### config.mk
export PLATFORM = sky130hd
export DESIGN_NAME = flit_erasure_decodability_tracker_flat
export DESIGN_NICKNAME = d
export VERILOG_FILES = /design/src/rtl/fedt_pkg.sv /design/src/rtl/fedt_if.sv /design/src/rtl/fedt_front.sv /design/src/rtl/fedt_fifo.sv /design/src/rtl/fedt_back.sv /design/src/rtl/flit_erasure_decodability_tracker.sv /design/src/flat_wrapper.sv
export SDC_FILE = /design/constraint.sdc
export NUM_CORES = 1
export LEC_CHECK = 0
export BUFFER_PORTS_ARGS = -buffer_cell sky130_fd_sc_hd__buf_2
export CORE_MARGIN = 2
export CORE_UTILIZATION = 40
export DETAILED_ROUTE_END_ITERATION = 16
export GPL_ROUTABILITY_DRIVEN = 1
export SKIP_CTS_REPAIR_TIMING = 1
export SYNTH_ARGS = -nofsm -noshare
export SYNTH_HDL_FRONTEND = slang
export SYNTH_SLANG_ARGS = --single-unit
### constraint.sdc
create_clock -name clk_i -period 6.9 [get_ports clk_i]
set_input_delay 2.07 -clock clk_i [delete_from_list [all_inputs] [get_ports clk_i]]
set_output_delay 2.07 -clock clk_i [all_outputs]
set_load 0.05 [all_outputs]
### src/rtl/fedt_pkg.sv
// ----------------------------------------------------------------------------
// fedt_pkg: shared types and constants of the flit erasure decodability tracker
// Holds the command word passed from the front end to the back end, the
// configuration bundle, and the codes used across the block.
// ----------------------------------------------------------------------------
package fedt_pkg;

  // Map and geometry sizing
  localparam int MaxFlits = 32;
  localparam int ScanW    = MaxFlits + 1;          // map positions plus one spill slot
  localparam int ScanIdxW = $clog2(ScanW + 1);     // holds a clipped end up to ScanW
  localparam int ScanLv   = $clog2(ScanW);         // levels of the segmented scan

  // Command queue sizing
  localparam int QDepth = 2;
  localparam int QPtrW  = (QDepth > 1) ? $clog2(QDepth) : 1;
  localparam int QCntW  = $clog2(QDepth + 1);

  typedef logic [ScanIdxW-1:0] scan_idx_t;
  typedef logic [QPtrW-1:0]    q_ptr_t;
  typedef logic [QCntW-1:0]    q_cnt_t;

  // Verdict codes
  localparam logic [1:0] VerdictNone = 2'd0;
  localparam logic [1:0] VerdictDec  = 2'd1;
  localparam logic [1:0] VerdictFail = 2'd2;

  // Code modes
  localparam logic [1:0] ModeUncoded = 2'd0;

  // Reply modes
  localparam logic [1:0] ReplyAck  = 2'd1;
  localparam logic [1:0] ReplyNack = 2'd2;

  // Configuration register indexes
  localparam logic [1:0] CfgCodeMode  = 2'd0;
  localparam logic [1:0] CfgReplyMode = 2'd1;
  localparam logic [1:0] CfgEndCount  = 2'd2;
  localparam logic [1:0] CfgBlockSize = 2'd3;

  // Front end classification of an incoming word
  typedef enum logic [1:0] {
    OpFlit,
    OpHead,
    OpEnd
  } op_e;

  // What the back end has to do once the state update is done
  typedef enum logic [1:0] {
    KindNone,
    KindCheck,
    KindFail
  } kind_e;

  typedef struct packed {
    op_e        op;
    logic       is_tail;
    logic [4:0] flit_seq;
    logic [5:0] total_flits;
    logic [5:0] base_flits;
    logic [4:0] code_flits;
  } cmd_t;

  typedef struct packed {
    logic [1:0] code_mode;
    logic [1:0] reply_mode;
    logic       end_by_count;
    logic [4:0] block_size;
  } cfg_t;

endpackage

### src/rtl/fedt_if.sv
// ----------------------------------------------------------------------------
// fedt_if: input and output channels of the decodability tracker
// Valid/ready channels; a word moves on an edge with valid and ready high.
// ----------------------------------------------------------------------------
interface fedt_in_if;
  logic       valid;
  logic       ready;
  logic       action;
  logic       is_head;
  logic       is_tail;
  logic [4:0] flit_seq;
  logic [5:0] total_flits;
  logic [5:0] base_flits;
  logic [4:0] code_flits;

  modport source (
    output valid, action, is_head, is_tail, flit_seq, total_flits, base_flits,
           code_flits,
    input  ready
  );
  modport sink (
    input  valid, action, is_head, is_tail, flit_seq, total_flits, base_flits,
           code_flits,
    output ready
  );
endinterface

interface fedt_out_if;
  logic       valid;
  logic       ready;
  logic [1:0] verdict;
  logic       send_ack;
  logic       send_nack;
  logic       forward_head;
  logic [5:0] received_count;

  modport source (
    output valid, verdict, send_ack, send_nack, forward_head, received_count,
    input  ready
  );
  modport sink (
    input  valid, verdict, send_ack, send_nack, forward_head, received_count,
    output ready
  );
endinterface

### src/rtl/fedt_front.sv
// ----------------------------------------------------------------------------
// fedt_front: input stage of the decodability tracker
// Registers each incoming word, classifies it as flit, head or end event,
// and hands it to the command queue.
// ----------------------------------------------------------------------------
module fedt_front (
  input  logic            clk_i,
  input  logic            rst_ni,
  fedt_in_if.sink         in_ch,
  output logic            push_valid_o,
  input  logic            push_ready_i,
  output fedt_pkg::cmd_t  push_cmd_o
);

  logic           vld_q, vld_d;
  fedt_pkg::cmd_t cmd_q, cmd_d;
  logic           take;

  // Accept when the stage is empty or drains this cycle
  assign in_ch.ready = !vld_q || push_ready_i;
  assign take        = in_ch.valid && in_ch.ready;

  // Classify and load the stage
  always_comb begin
    vld_d = vld_q;
    cmd_d = cmd_q;
    if (take) begin
      vld_d = 1'b1;
      if (in_ch.action) begin
        cmd_d.op = fedt_pkg::OpEnd;
      end else if (in_ch.is_head) begin
        cmd_d.op = fedt_pkg::OpHead;
      end else begin
        cmd_d.op = fedt_pkg::OpFlit;
      end
      cmd_d.is_tail     = in_ch.is_tail;
      cmd_d.flit_seq    = in_ch.flit_seq;
      cmd_d.total_flits = in_ch.total_flits;
      cmd_d.base_flits  = in_ch.base_flits;
      cmd_d.code_flits  = in_ch.code_flits;
    end else if (push_ready_i) begin
      vld_d = 1'b0;
    end
  end

  always_ff @(posedge clk_i or negedge rst_ni) begin
    if (!rst_ni) begin
      vld_q <= 1'b0;
    end else begin
      vld_q <= vld_d;
    end
  end

  always_ff @(posedge clk_i) begin
    cmd_q <= cmd_d;
  end

  assign push_valid_o = vld_q;
  assign push_cmd_o   = cmd_q;

endmodule

### src/rtl/fedt_fifo.sv
// ----------------------------------------------------------------------------
// fedt_fifo: command queue between front and back end
// A short register queue so that the front can keep taking words while the
// back end works through a geometry pass or waits on the output.
// ----------------------------------------------------------------------------
module fedt_fifo (
  input  logic            clk_i,
  input  logic            rst_ni,
  input  logic            push_valid_i,
  output logic            push_ready_o,
  input  fedt_pkg::cmd_t  push_cmd_i,
  output logic            pop_valid_o,
  input  logic            pop_ready_i,
  output fedt_pkg::cmd_t  pop_cmd_o
);

  fedt_pkg::cmd_t   mem_q [fedt_pkg::QDepth];
  fedt_pkg::q_ptr_t wptr_q, wptr_d, rptr_q, rptr_d;
  fedt_pkg::q_cnt_t cnt_q, cnt_d;
  logic             push, pop;

  assign push_ready_o = (cnt_q < fedt_pkg::q_cnt_t'(fedt_pkg::QDepth));
  assign pop_valid_o  = (cnt_q != '0);
  assign push         = push_valid_i && push_ready_o;
  assign pop          = pop_valid_o && pop_ready_i;
  assign pop_cmd_o    = mem_q[rptr_q];

  // Advance pointers with explicit wrap
  always_comb begin
    wptr_d = wptr_q;
    rptr_d = rptr_q;
    cnt_d  = cnt_q;
    if (push) begin
      wptr_d = (wptr_q == fedt_pkg::q_ptr_t'(fedt_pkg::QDepth - 1)) ? '0 : wptr_q + 1'b1;
    end
    if (pop) begin
      rptr_d = (rptr_q == fedt_pkg::q_ptr_t'(fedt_pkg::QDepth - 1)) ? '0 : rptr_q + 1'b1;
    end
    if (push && !pop) begin
      cnt_d = cnt_q + 1'b1;
    end else if (pop && !push) begin
      cnt_d = cnt_q - 1'b1;
    end
  end

  always_ff @(posedge clk_i or negedge rst_ni) begin
    if (!rst_ni) begin
      wptr_q <= '0;
      rptr_q <= '0;
      cnt_q  <= '0;
    end else begin
      wptr_q <= wptr_d;
      rptr_q <= rptr_d;
      cnt_q  <= cnt_d;
    end
  end

  // Store the pushed word
  always_ff @(posedge clk_i) begin
    if (push) begin
      mem_q[wptr_q] <= push_cmd_i;
    end
  end

endmodule

### src/rtl/fedt_back.sv
// ----------------------------------------------------------------------------
// fedt_back: packet state and decodability check
// Pops a command, updates the received map and latched counts, builds the
// XOR block geometry when it is stale (remainder divider, then a walk over
// the blocks), and checks the packet with a segmented scan over the map.
// ----------------------------------------------------------------------------
module fedt_back (
  input  logic            clk_i,
  input  logic            rst_ni,
  input  fedt_pkg::cfg_t  cfg_i,
  input  logic            cfg_wr_i,
  input  logic            cmd_valid_i,
  output logic            cmd_ready_o,
  input  fedt_pkg::cmd_t  cmd_i,
  fedt_out_if.source      out_ch
);

  localparam logic [1:0] StIdle = 2'd0;
  localparam logic [1:0] StDiv  = 2'd1;
  localparam logic [1:0] StBlk  = 2'd2;
  localparam logic [1:0] StChk  = 2'd3;

  logic [1:0] state_q, state_d;

  // Packet state
  logic [fedt_pkg::MaxFlits-1:0] map_q, map_d;
  logic [5:0]                    cnt_q, cnt_d;
  logic                          en_q, en_d;
  logic [5:0]                    tot_q, tot_d;
  logic [5:0]                    base_q, base_d;
  logic [4:0]                    code_q, code_d;
  fedt_pkg::kind_e               kind_q, kind_d;
  logic                          tail_q, tail_d;

  // Block geometry
  logic                           geo_ok_q, geo_ok_d;
  logic [5:0]                     rem_q, rem_d;
  logic [2:0]                     bit_q, bit_d;
  logic [4:0]                     blk_q, blk_d;
  logic [9:0]                     start_q, start_d;
  logic [fedt_pkg::ScanW-1:0]     smask_q, smask_d;
  fedt_pkg::scan_idx_t            end_q, end_d;
  logic                           sfail_q, sfail_d;

  // Output register
  logic       out_vld_q, out_vld_d;
  logic [1:0] verdict_q, verdict_d;
  logic       ack_q, ack_d, nack_q, nack_d, fwd_q, fwd_d;
  logic [5:0] cnt_out_q, cnt_out_d;

  // Working signals
  logic [5:0]                 span;
  logic [6:0]                 pay;
  logic [6:0]                 trial;
  logic [5:0]                 nlast, blk_len;
  logic                       blk_last;
  logic [10:0]                blk_end;
  logic [9:0]                 blk_lo;
  logic [fedt_pkg::ScanW-1:0] cov, miss, sf, sb, nf, nb;
  logic                       scan_fail, blocks_ok, dec, out_free;
  logic [fedt_pkg::MaxFlits-1:0] map_base;
  logic [5:0]                 cnt_base;
  logic                       en_now, is_head;

  assign span        = {1'b0, cfg_i.block_size} + 6'd1;
  assign pay         = {1'b0, tot_q} - (cfg_i.end_by_count ? 7'd1 : 7'd2);
  assign trial       = {rem_q, pay[bit_q]};
  assign nlast       = pay[6] ? 6'd0 : ((rem_q == 6'd0) ? span : rem_q);
  assign blk_last    = (blk_q == (code_q - 5'd1));
  assign blk_len     = blk_last ? nlast : span;
  assign blk_end     = {1'b0, start_q} + {5'd0, blk_len};
  assign blk_lo      = (start_q > 10'(fedt_pkg::MaxFlits)) ? start_q : 10'(fedt_pkg::MaxFlits);
  assign out_free    = !out_vld_q || out_ch.ready;
  assign cmd_ready_o = (state_q == StIdle);

  // Mark covered positions and the misses among them
  always_comb begin
    for (int p = 0; p < fedt_pkg::ScanW; p++) begin
      cov[p] = (p >= 1) && (fedt_pkg::scan_idx_t'(p) < end_q);
    end
    miss = cov & ~{1'b0, map_q};
  end

  // Segmented OR scan: sf[p] is set when a miss lies in p's block at or before p
  always_comb begin
    sf = miss;
    sb = smask_q;
    for (int lv = 0; lv < fedt_pkg::ScanLv; lv++) begin
      for (int p = 0; p < fedt_pkg::ScanW; p++) begin
        if (p >= (1 << lv)) begin
          nf[p] = sf[p] | (~sb[p] & sf[p - (1 << lv)]);
          nb[p] = sb[p] | sb[p - (1 << lv)];
        end else begin
          nf[p] = sf[p];
          nb[p] = sb[p];
        end
      end
      sf = nf;
      sb = nb;
    end
  end

  // A second miss in one block fails it
  assign scan_fail = |(miss & {sf[fedt_pkg::ScanW-2:0], 1'b0} & ~smask_q);
  assign blocks_ok = !sfail_q && !scan_fail;
  assign dec       = (cfg_i.code_mode == fedt_pkg::ModeUncoded) ||
                     ((cnt_q >= base_q) && (!cfg_i.code_mode[1] || blocks_ok));

  // Sequencer
  always_comb begin
    state_d   = state_q;
    map_d     = map_q;
    cnt_d     = cnt_q;
    en_d      = en_q;
    tot_d     = tot_q;
    base_d    = base_q;
    code_d    = code_q;
    kind_d    = kind_q;
    tail_d    = tail_q;
    geo_ok_d  = geo_ok_q;
    rem_d     = rem_q;
    bit_d     = bit_q;
    blk_d     = blk_q;
    start_d   = start_q;
    smask_d   = smask_q;
    end_d     = end_q;
    sfail_d   = sfail_q;
    out_vld_d = out_vld_q;
    verdict_d = verdict_q;
    ack_d     = ack_q;
    nack_d    = nack_q;
    fwd_d     = fwd_q;
    cnt_out_d = cnt_out_q;
    is_head   = 1'b0;
    en_now    = en_q;
    map_base  = map_q;
    cnt_base  = cnt_q;

    // Drop the output word once taken
    if (out_vld_q && out_ch.ready) begin
      out_vld_d = 1'b0;
    end

    unique case (state_q)
      StIdle: begin
        if (cmd_valid_i) begin
          tail_d = cmd_i.is_tail;
          if (cmd_i.op == fedt_pkg::OpEnd) begin
            if (cfg_i.end_by_count && en_q) begin
              kind_d = fedt_pkg::KindFail;
              en_d   = 1'b0;
            end else begin
              kind_d = fedt_pkg::KindNone;
            end
            state_d = StChk;
          end else begin
            is_head = (cmd_i.op == fedt_pkg::OpHead);
            en_now  = is_head || en_q;
            if (is_head) begin
              tot_d    = cmd_i.total_flits;
              base_d   = cmd_i.base_flits;
              code_d   = cmd_i.code_flits;
              map_base = '0;
              cnt_base = 6'd0;
              en_d     = 1'b1;
              geo_ok_d = 1'b0;
            end
            map_d = map_base;
            cnt_d = cnt_base;
            if (en_now && (int'(cmd_i.flit_seq) < fedt_pkg::MaxFlits)) begin
              map_d[cmd_i.flit_seq] = 1'b1;
              if (!map_base[cmd_i.flit_seq]) begin
                cnt_d = cnt_base + 6'd1;
              end
            end
            kind_d = en_now ? fedt_pkg::KindCheck : fedt_pkg::KindNone;
            // Rebuild the block geometry when the check needs it
            if (en_now && cfg_i.code_mode[1] && (is_head || !geo_ok_q)) begin
              rem_d   = 6'd0;
              bit_d   = 3'd5;
              blk_d   = 5'd0;
              start_d = 10'd1;
              smask_d = '0;
              end_d   = '0;
              sfail_d = 1'b0;
              state_d = StDiv;
            end else begin
              state_d = StChk;
            end
          end
        end
      end

      StDiv: begin
        // One remainder bit per cycle: payload mod span
        if (trial >= {1'b0, span}) begin
          rem_d = 6'(trial - {1'b0, span});
        end else begin
          rem_d = trial[5:0];
        end
        bit_d = bit_q - 3'd1;
        if (bit_q == 3'd0) begin
          if (code_q == 5'd0) begin
            geo_ok_d = 1'b1;
            state_d  = StChk;
          end else begin
            state_d = StBlk;
          end
        end
      end

      StBlk: begin
        // Walk one block per cycle
        if (start_q <= 10'(fedt_pkg::MaxFlits)) begin
          smask_d[start_q[fedt_pkg::ScanIdxW-1:0]] = 1'b1;
        end
        if (blk_end >= ({1'b0, blk_lo} + 11'd2)) begin
          sfail_d = 1'b1;
        end
        if (blk_last) begin
          end_d    = (blk_end > 11'(fedt_pkg::ScanW)) ?
                     fedt_pkg::scan_idx_t'(fedt_pkg::ScanW) :
                     blk_end[fedt_pkg::ScanIdxW-1:0];
          geo_ok_d = 1'b1;
          state_d  = StChk;
        end else begin
          start_d = start_q + {4'd0, span};
          blk_d   = blk_q + 5'd1;
        end
      end

      StChk: begin
        if (out_free) begin
          out_vld_d = 1'b1;
          verdict_d = fedt_pkg::VerdictNone;
          ack_d     = 1'b0;
          nack_d    = 1'b0;
          fwd_d     = 1'b0;
          cnt_out_d = cnt_q;
          case (kind_q)
            fedt_pkg::KindFail: begin
              verdict_d = fedt_pkg::VerdictFail;
              nack_d    = (cfg_i.reply_mode == fedt_pkg::ReplyNack);
            end
            fedt_pkg::KindCheck: begin
              if (dec) begin
                en_d      = 1'b0;
                verdict_d = fedt_pkg::VerdictDec;
                ack_d     = (cfg_i.reply_mode == fedt_pkg::ReplyAck);
                fwd_d     = 1'b1;
              end else if (tail_q) begin
                en_d      = 1'b0;
                verdict_d = fedt_pkg::VerdictFail;
                nack_d    = (cfg_i.reply_mode == fedt_pkg::ReplyNack);
              end
            end
            default: begin
            end
          endcase
          state_d = StIdle;
        end
      end

      default: begin
        state_d = StIdle;
      end
    endcase

    // A register write may change the block layout
    if (cfg_wr_i) begin
      geo_ok_d = 1'b0;
    end
  end

  always_ff @(posedge clk_i or negedge rst_ni) begin
    if (!rst_ni) begin
      state_q   <= StIdle;
      map_q     <= '0;
      cnt_q     <= 6'd0;
      en_q      <= 1'b0;
      tot_q     <= 6'd0;
      base_q    <= 6'd0;
      code_q    <= 5'd0;
      geo_ok_q  <= 1'b0;
      out_vld_q <= 1'b0;
    end else begin
      state_q   <= state_d;
      map_q     <= map_d;
      cnt_q     <= cnt_d;
      en_q      <= en_d;
      tot_q     <= tot_d;
      base_q    <= base_d;
      code_q    <= code_d;
      geo_ok_q  <= geo_ok_d;
      out_vld_q <= out_vld_d;
    end
  end

  always_ff @(posedge clk_i) begin
    kind_q    <= kind_d;
    tail_q    <= tail_d;
    rem_q     <= rem_d;
    bit_q     <= bit_d;
    blk_q     <= blk_d;
    start_q   <= start_d;
    smask_q   <= smask_d;
    end_q     <= end_d;
    sfail_q   <= sfail_d;
    verdict_q <= verdict_d;
    ack_q     <= ack_d;
    nack_q    <= nack_d;
    fwd_q     <= fwd_d;
    cnt_out_q <= cnt_out_d;
  end

  assign out_ch.valid          = out_vld_q;
  assign out_ch.verdict        = verdict_q;
  assign out_ch.send_ack       = ack_q;
  assign out_ch.send_nack      = nack_q;
  assign out_ch.forward_head   = fwd_q;
  assign out_ch.received_count = cnt_out_q;

endmodule

### src/rtl/flit_erasure_decodability_tracker.sv
// Path: an accepted word is registered in the front stage, held in the command
// queue, popped by the back end, checked there and loaded into the output register.
// The back end pops only from idle. In block XOR mode a head, or the first flit
// after a register write, adds the remainder divider, then the walk over the blocks.
// Reset: control state, packet state and map clear; registers take reset values.
// ----------------------------------------------------------------------------
// flit_erasure_decodability_tracker: erasure-coded packet receiver check
// Holds the configuration registers and joins the front stage, the command
// queue and the back end that tracks decodability of each packet.
// ----------------------------------------------------------------------------
module flit_erasure_decodability_tracker (
  input  logic       clk_i,
  input  logic       rst_ni,
  fedt_in_if.sink    in_ch,
  fedt_out_if.source out_ch,
  input  logic       cfg_we_i,
  input  logic [1:0] cfg_idx_i,
  input  logic [4:0] cfg_data_i
);

  fedt_pkg::cfg_t cfg_q, cfg_d;
  logic           push_valid, push_ready, pop_valid, pop_ready;
  fedt_pkg::cmd_t push_cmd, pop_cmd;

  // Decode register writes
  always_comb begin
    cfg_d = cfg_q;
    if (cfg_we_i) begin
      unique case (cfg_idx_i)
        fedt_pkg::CfgCodeMode:  cfg_d.code_mode    = cfg_data_i[1:0];
        fedt_pkg::CfgReplyMode: cfg_d.reply_mode   = cfg_data_i[1:0];
        fedt_pkg::CfgEndCount:  cfg_d.end_by_count = cfg_data_i[0];
        fedt_pkg::CfgBlockSize: cfg_d.block_size   = cfg_data_i;
        default: begin
        end
      endcase
    end
  end

  always_ff @(posedge clk_i or negedge rst_ni) begin
    if (!rst_ni) begin
      cfg_q.code_mode    <= 2'd1;
      cfg_q.reply_mode   <= 2'd1;
      cfg_q.end_by_count <= 1'b0;
      cfg_q.block_size   <= 5'd4;
    end else begin
      cfg_q <= cfg_d;
    end
  end

  fedt_front u_front (
    .clk_i        (clk_i),
    .rst_ni       (rst_ni),
    .in_ch        (in_ch),
    .push_valid_o (push_valid),
    .push_ready_i (push_ready),
    .push_cmd_o   (push_cmd)
  );

  fedt_fifo u_fifo (
    .clk_i        (clk_i),
    .rst_ni       (rst_ni),
    .push_valid_i (push_valid),
    .push_ready_o (push_ready),
    .push_cmd_i   (push_cmd),
    .pop_valid_o  (pop_valid),
    .pop_ready_i  (pop_ready),
    .pop_cmd_o    (pop_cmd)
  );

  fedt_back u_back (
    .clk_i       (clk_i),
    .rst_ni      (rst_ni),
    .cfg_i       (cfg_q),
    .cfg_wr_i    (cfg_we_i),
    .cmd_valid_i (pop_valid),
    .cmd_ready_o (pop_ready),
    .cmd_i       (pop_cmd),
    .out_ch      (out_ch)
  );

endmodule

### src/flat_wrapper.sv
// flat-port wrapper written by rule: the top's interface ports become plain ports
module flit_erasure_decodability_tracker_flat 
  (clk_i, rst_ni, cfg_we_i, cfg_idx_i, cfg_data_i, in_ch_valid, in_ch_action, in_ch_is_head, in_ch_is_tail, in_ch_flit_seq, in_ch_total_flits, in_ch_base_flits, in_ch_code_flits, in_ch_ready, out_ch_valid, out_ch_verdict, out_ch_send_ack, out_ch_send_nack, out_ch_forward_head, out_ch_received_count, out_ch_ready);
  fedt_in_if in_ch_i ();
  fedt_out_if out_ch_i ();
  input  logic clk_i;
  input  logic rst_ni;
  input  logic cfg_we_i;
  input  logic [1:0] cfg_idx_i;
  input  logic [4:0] cfg_data_i;
  input wire logic [$bits(in_ch_i.valid)-1:0] in_ch_valid;
  input wire logic [$bits(in_ch_i.action)-1:0] in_ch_action;
  input wire logic [$bits(in_ch_i.is_head)-1:0] in_ch_is_head;
  input wire logic [$bits(in_ch_i.is_tail)-1:0] in_ch_is_tail;
  input wire logic [$bits(in_ch_i.flit_seq)-1:0] in_ch_flit_seq;
  input wire logic [$bits(in_ch_i.total_flits)-1:0] in_ch_total_flits;
  input wire logic [$bits(in_ch_i.base_flits)-1:0] in_ch_base_flits;
  input wire logic [$bits(in_ch_i.code_flits)-1:0] in_ch_code_flits;
  output wire logic [$bits(in_ch_i.ready)-1:0] in_ch_ready;
  output wire logic [$bits(out_ch_i.valid)-1:0] out_ch_valid;
  output wire logic [$bits(out_ch_i.verdict)-1:0] out_ch_verdict;
  output wire logic [$bits(out_ch_i.send_ack)-1:0] out_ch_send_ack;
  output wire logic [$bits(out_ch_i.send_nack)-1:0] out_ch_send_nack;
  output wire logic [$bits(out_ch_i.forward_head)-1:0] out_ch_forward_head;
  output wire logic [$bits(out_ch_i.received_count)-1:0] out_ch_received_count;
  input wire logic [$bits(out_ch_i.ready)-1:0] out_ch_ready;
  assign in_ch_i.valid = in_ch_valid;
  assign in_ch_i.action = in_ch_action;
  assign in_ch_i.is_head = in_ch_is_head;
  assign in_ch_i.is_tail = in_ch_is_tail;
  assign in_ch_i.flit_seq = in_ch_flit_seq;
  assign in_ch_i.total_flits = in_ch_total_flits;
  assign in_ch_i.base_flits = in_ch_base_flits;
  assign in_ch_i.code_flits = in_ch_code_flits;
  assign in_ch_ready = in_ch_i.ready;
  assign out_ch_valid = out_ch_i.valid;
  assign out_ch_verdict = out_ch_i.verdict;
  assign out_ch_send_ack = out_ch_i.send_ack;
  assign out_ch_send_nack = out_ch_i.send_nack;
  assign out_ch_forward_head = out_ch_i.forward_head;
  assign out_ch_received_count = out_ch_i.received_count;
  assign out_ch_i.ready = out_ch_ready;
  flit_erasure_decodability_tracker u_core (.clk_i(clk_i), .rst_ni(rst_ni), .in_ch(in_ch_i), .out_ch(out_ch_i), .cfg_we_i(cfg_we_i), .cfg_idx_i(cfg_idx_i), .cfg_data_i(cfg_data_i));
endmodule
=== Word-level counts from Yosys, hierarchy flattened ===
Memory sizes are Yosys's and may differ from the RTL's.
Cells that the tools add are included.

* Register bits: 178
* Bits in latches: 0
* Output and inout bits: 13
* Bits in read-only memories: 0
* Memory bits (writable): 50
* Memories: 1
* Input bits: 37
* Logic and storage cells: 782

* Equality and inequality tests: 32
* Div/mod/pow operators: 0
* $mul: 0
* $add $sub $neg: 14
* Bitwise operators: 493
* $lt $le $gt $ge: 44
* Reduce and logical (&&, ||, !) cells: 58
* Muxes and demuxes: 103
* Shift operators: 0

{| class="wikitable"
|+ Memory list
! name !! words !! width !! rd ports !! clocked after memory_dff !! write ports !! RTL line !! text
|-
| u_core.u_fifo.mem_q || 2 || 25 || 1 || 0 || 1 || fedt_fifo.sv:17 || <nowiki>fedt_pkg::cmd_t mem_q [fedt_pkg::QDepth];</nowiki>
|}

{| class="wikitable"
|+ Operator list
! kind !! count
|-
| $or A1 B1 Y1 || 227
|-
| $mux W32 || 5
|-
| $mux W33 || 4
|-
| $not A1 Y1 || 130
|-
| $and A1 B1 Y1 || 129
|-
| $and A33 B33 Y33 || 3
|-
| $lt A5 B6 Y1 const A || 16
|-
| $mux W6 || 15
|-
| $pmux W33 S2 || 1
|-
| $mux W10 || 5
|-
| $lt A4 B6 Y1 const A || 8
|-
| $mux W1 || 38
|-
| $not A32 Y33 || 1
|-
| $not A33 Y33 || 1
|-
| $or A33 B33 Y33 || 1
|-
| $reduce_or A33 Y1 || 1
|-
| $or A32 B32 Y32 || 1
|-
| $ne A3 B3 Y1 const B || 9
|-
| $mux W2 || 13
|-
| $lt A3 B6 Y1 const A || 4
|-
| $pmux W6 S2 || 2
|-
| $mux W5 || 4
|-
| $ne A2 B2 Y1 const B || 10
|-
| $pmux W10 S2 || 1
|-
| 56 further kinds || 115
|}

=== Logic depth before layout (Yosys ltp) ===
* Depth after elaboration: 24
* Mapped depth: 25
* Depth with buffers taken out: 25

=== By module ===
Synthesis repeated with hierarchy kept, for this count alone.

* Cell total of the unflattened synthesis: 1267
* Area, all modules: 13198.9 um^2

{| class="wikitable"
|+ Modules (own cells, without submodules)
! module !! times used !! cells an instance !! seq. area each (um^2) !! area each (um^2)
|-
| fedt_back || 1 || 1118 || 3783.6 || 9859.5
|-
| fedt_fifo || 1 || 95 || 1601.5 || 2098.3
|-
| fedt_front || 1 || 30 || 775.7 || 810.8
|-
| flit_erasure_decodability_tracker || 1 || 24 || 254.0 || 430.4
|}

=== Worst setup path before layout ===
No wires, ideal clock.

* Path type: register to register
* From: register u_core.u_back.code_q[0]
* To: register u_core.u_back.sfail_q, enable pin
* Path slack: 1700 ps
* Data arrival time: 4954 ps
* Setup time: 247 ps
* Buffers on the path: 0
* Clock period less this slack: 5200 ps
* Stages on the path, launching flop included: 24
* Required time: 6653 ps
* Cells stage by stage: dfrtp_1 > inv_1 > ha_1 > nand3_1 > o21ai_0 > nor2_1 > a211o_1 > a2111oi_0 > nand2_1 > a211oi_1 > ha_1 > inv_1 > fa_1 > inv_1 > ha_1 > nor2b_1 > o21a_1 > o21a_1 > o21a_1 > o21ai_0 > a21boi_0 > o211ai_1 > a21boi_0 > o31a_1

* Word-level cells in the longest chain between the ends: 7

{| class="wikitable"
|+ RTL lines
! item !! RTL line !! text
|-
| start, declared || fedt_back.sv:31 || <nowiki>logic [4:0] code_q, code_d;</nowiki>
|-
| start signal, assigned || fedt_back.sv:293 || <nowiki>code_q <= code_d;</nowiki>
|-
| $sub A5 B1 Y5 || fedt_back.sv:69 || <nowiki>assign blk_last = (blk_q == (code_q - 5'd1));</nowiki>
|-
| $eq A5 B5 Y1 || fedt_back.sv:69 ||
|-
| $mux W6 || fedt_back.sv:70 || <nowiki>assign blk_len = blk_last ? nlast : span;</nowiki>
|-
| $add A10 B6 Y11 || fedt_back.sv:71 || <nowiki>assign blk_end = {1'b0, start_q} + {5'd0, blk_len};</nowiki>
|-
| named net u_core.u_back.blk_end[1] || fedt_back.sv:57 || <nowiki>logic [10:0] blk_end;</nowiki>
|-
| $ge A11 B11 Y1 || fedt_back.sv:217 || <nowiki>if (blk_end >= ({1'b0, blk_lo} + 11'd2)) begin</nowiki>
|-
| $ne A2 B2 Y1 (no source line) || - ||
|-
| $reduce_and A5 Y1 (no source line) || - ||
|-
| end signal, assigned || fedt_back.sv:308 || <nowiki>sfail_q <= sfail_d;</nowiki>
|-
| end, declared || fedt_back.sv:43 || <nowiki>logic sfail_q, sfail_d;</nowiki>
|}

The timed path passes the listed nets, and every way through them passes these cells.
A chain may end at the register's enable or synchronous reset.

=== Final worst setup path ===
* From: register u_core.u_back.code_q[0]
* To: register u_core.u_back.sfail_q, enable pin

* Word-level cells in the longest chain between the ends: 7

{| class="wikitable"
|+ RTL lines
! item !! RTL line
|-
| $sub A5 B1 Y5 || fedt_back.sv:69
|-
| $eq A5 B5 Y1 || fedt_back.sv:69
|-
| $mux W6 || fedt_back.sv:70
|-
| $add A10 B6 Y11 || fedt_back.sv:71
|-
| $ge A11 B11 Y1 || fedt_back.sv:217
|-
| $ne A2 B2 Y1 (no source line) || -
|-
| $reduce_and A5 Y1 (no source line) || -
|}

Every way passes these cells.

==> flow_metrics.env <==
export IMPL_status="completed"
export IMPL_numCtsBuffers=25
export IMPL_timing_rr_start="u_core.u_back.code_q[0]"
export IMPL_crit_fanout=9
export IMPL_drive_gt1_share_pct=11.8
export IMPL_cpMaxStageDelayCell="a2111oi_0"
export IMPL_cp_data_arrival_time_ns=5.57
export IMPL_grt_pass1_wl_um=54100
export IMPL_grt_usage_pct=20.1
export IMPL_rows=66
export IMPL_dr_pass1_iters=6
export IMPL_fin_nets=1443
export IMPL_gp_congestion=0.939
export IMPL_period_share_pct=76.5
export IMPL_dp_hpwl_um=25300
export IMPL_worstPathCellList="inv_1 > ha_1 > nand3_1 > o21ai_0 > nor2_1 > a211o_1 > a2111oi_0 > buf_4 > nand2_1 > a211oi_1 > ha_1 > inv_1 > fa_1 > nor2b_1 > o21ai_0 > a21boi_0 > o21ai_0 > nand2_1 > xor2_1 > ha_1 > a21boi_0 > o211ai_1 > a21boi_0 > o31a_1"
export IMPL_cp_end_kind="register"
export IMPL_antennaDiodeCount=0
export IMPL_drt_wl_total_um=34100
export IMPL_clockBufferDepth=3
export IMPL_viasPerCell=5.65
export IMPL_clock_sinks=226
export IMPL_port_buffers=49
export IMPL_async_reset_ff_share_pct=33.2
export IMPL_io_pins=50
export IMPL_rsz0062_at_grt="no"
export IMPL_grt_pass1_vias=9857
export IMPL_clk_pin_slew_ns=0.06
export IMPL_synth_largest_area_cell="edfxtp_1"
export IMPL_cts_root_buf="clkbuf_16"
export IMPL_drtAntennaViolNets=0
export IMPL_power_density_mw_per_mm2=517
export IMPL_finalClockSkew_ns=0.0202
export IMPL_worstHoldStart="u_core.u_front.push_cmd_o[7]"
export IMPL_synth_top_cell_area_share_pct=34.3
export IMPL_synth_ff_type="edfxtp_1"
export IMPL_design_core_area_mm2=0.0325
export IMPL_insertion_delay_ns=0.54
export IMPL_synth_most_common_cell="nor2_1"
export IMPL_grt_ovfl_total=0
export IMPL_cp_top_family="compound AO/OA/AOI/OAI gates"
export IMPL_die_area_mm2=0.0345
export IMPL_synth_area_mm2=0.0132
export IMPL_dp_cells=1766
export IMPL_die_y_um=186
export IMPL_syn_avg_cell_area_um2=10.1
export IMPL_nFillCells=3071
export IMPL_worstSetupStartpoint="u_core.u_back.code_q[0]"
export IMPL_h_tree_depth=1
export IMPL_leakage_nw=5.75
export IMPL_cp_start_kind="register"
export IMPL_via_count=10200
export IMPL_setup_viol=0
export IMPL_ys_seq_elements=226
export IMPL_synth_area_leaders="edfxtp_1 (34%), dfrtp_1 (14%), ha_1 (4.8%), nor2_1 (4.4%), mux2i_1 (3.9%)"
export IMPL_fin_cells=1811
export IMPL_cts_tree="yes"
export IMPL_worst_hold_path_type="register to register"
export IMPL_dieWidth_um=186
export IMPL_antenna_found_initial=0
export IMPL_ys_types=84
export IMPL_synth_nets=1399
export IMPL_finalSetupTns_ns=0
export IMPL_fmax_mhz=190
export IMPL_drv_cap=0
export IMPL_ys_warn_count=0
export IMPL_max_stage_delay_ns=0.49
export IMPL_drt_iter0_drc=1161
export IMPL_seq_area_frac_synth_pct=48.5
export IMPL_worst_pin_slew_ns=1.04
export IMPL_ir_drop_v=0.000256
export IMPL_synth_edf_count=151
export IMPL_period_minus_slack_ns=5.28
export IMPL_drv_slew=0
export IMPL_crit_required_ns=7.19
export IMPL_netlist_instances=1307
export IMPL_relSlewSlack_pct=30.8
export IMPL_areaGrowthSynthToFinish_pct=11.9
export IMPL_post_drt_wl_per_cell_um=18.8
export IMPL_drc=0
export IMPL_path_buf_inv=3
export IMPL_synth_common_cells="nor2_1 (156), edfxtp_1 (151), nand2_1 (117), o21ai_0 (87), a21oi_1 (73)"
export IMPL_ff_latch_area_mm2=0.00641
export IMPL_whs_ns=0.442
export IMPL_grt_max_degree=59
export IMPL_final_hold_viol_count=0
export IMPL_multiInputGateArea_mm2=0.00637
export IMPL_initial_core_util_pct=40.6
export IMPL_crit_type="register to register"
[power breakdown]
group / switching (W) / total [W] / internal [W] / leakage, nW
Combinational: 0.00216 / 0.00353 / 0.00137 / 2.93
Sequential: 0.000628 / 0.00270 / 0.00207 / 2.39
Clock: 0.000546 / 0.00141 / 0.000865 / 0.432
Total: 0.00333 / 0.00764 / 0.00431 / 5.75
[worst paths after layout]
check / end / slack (ns) / cells after the start
max: u_core.u_back.sfail_q / 1.62 / 24
min: u_core.u_fifo.mem_q[0][7] / 0.44 / 0
max reg2reg: u_core.u_back.sfail_q / 1.62 / 24
min reg2reg: u_core.u_fifo.mem_q[0][7] / 0.44 / 0
max in group asynchronous: u_core.u_back.cnt_q[0] / 4.42 / 2
min in group asynchronous: u_core.u_back.map_q[15] / 1.41 / 1
[layout by cell type, fill, tap and decap left out, types with 10 or more instances in the layout]
cell type	instances
mux2i_1	50
buf_4	17
a2111oi_0	12
ha_1	51
a21oi_1	72
xor2_1	21
or3_1	12
a31oi_1	11
dfrtp_1	72
a21o_1	12
clkbuf_16	25
nand2_1	117
o21ai_0	87
nor2b_1	20
nand2b_1	18
xnor2_1	24
o21a_1	12
nor4_1	15
nor2_1	155
or2_2	16
a211o_1	10
buf_2	48
nor3_1	36
edfxtp_1	151
and2_1	20
mux2_2	14
inv_1	57
nand3_1	29
a211oi_1	22
[per-layer routing]
metal | wire [µm] | track usage [%]
met1 | 15000 | 27.2
met2 | 15800 | 33.0
met3 | 2000 | 2.76
met4 | 1250 | 7.02
met5 | 0 | 0
[logic make-up after synthesis]
kind of cell | synth area share, %
adder cells (fa/ha/maj) | 5.43
flip-flops | 48.5
AO/OA/AOI/OAI | 16.2
multiplexers | 5.57
buffers and inverters | 3.35
AND/OR/NAND/NOR | 17.9
XOR/XNOR | 2.98
[flip-flops by register name (all words and copies together) (netlist names), 3 cells and up]
register                             flops
u_core.u_back.base_q                     6
u_core.u_back.rem_q                      6
u_core.u_back.smask_q                   31
u_core.cfg_q                            10
u_core.u_back.map_q                     32
u_core.u_back.code_q                     5
u_core.u_back.start_q                   10
u_core.u_fifo.mem_q                     50
u_core.u_front.push_cmd_o               25
u_core.u_back.tot_q                      6
u_core.u_back.cnt_q                      6
u_core.u_back.bit_q                      3
u_core.u_back.end_q                      6
u_core.u_back.out_ch.received_count      6
u_core.u_back.blk_q                      5
[through the flow]
stage	util (%)	power [W]	instance area [µm²]	worst slack, ns
after global placement	42.8	0.00614	13900	1.92
after floorplan	-	0.00518	13200	1.70
after global routing	45.5	0.00822	14800	1.20
after CTS	45.5	0.00765	14800	1.68
after detailed placement	42.8	0.00620	13900	1.71
final	45.5	0.00764	14800	1.62
[cell type report]
cell class,count,area share [%]
Inverter,57,1.45
Clock buffer,29,4.40
Clock inverter,16,1.49
Timing Repair Buffer,65,2.49
Sequential cell,226,43.4
Tap cell,442,3.74
Multi-Input combinational cell,976,43.1
[worst register-to-register path, cell delays in order (launching register included)]
cell       delay [ns]
dfrtp_1          0.41
inv_1            0.07
ha_1             0.24
nand3_1          0.09
o21ai_0          0.09
nor2_1           0.05
a211o_1          0.22
a2111oi_0        0.49
buf_4            0.24
nand2_1          0.18
a211oi_1         0.30
ha_1             0.22
inv_1            0.06
fa_1             0.42
nor2b_1          0.14
o21ai_0          0.10
a21boi_0         0.33
o21ai_0          0.17
nand2_1          0.11
xor2_1           0.20
ha_1             0.26
a21boi_0         0.13
o211ai_1         0.16
a21boi_0         0.10
o31a_1           0.25
(Power assumes the default switching activity.)
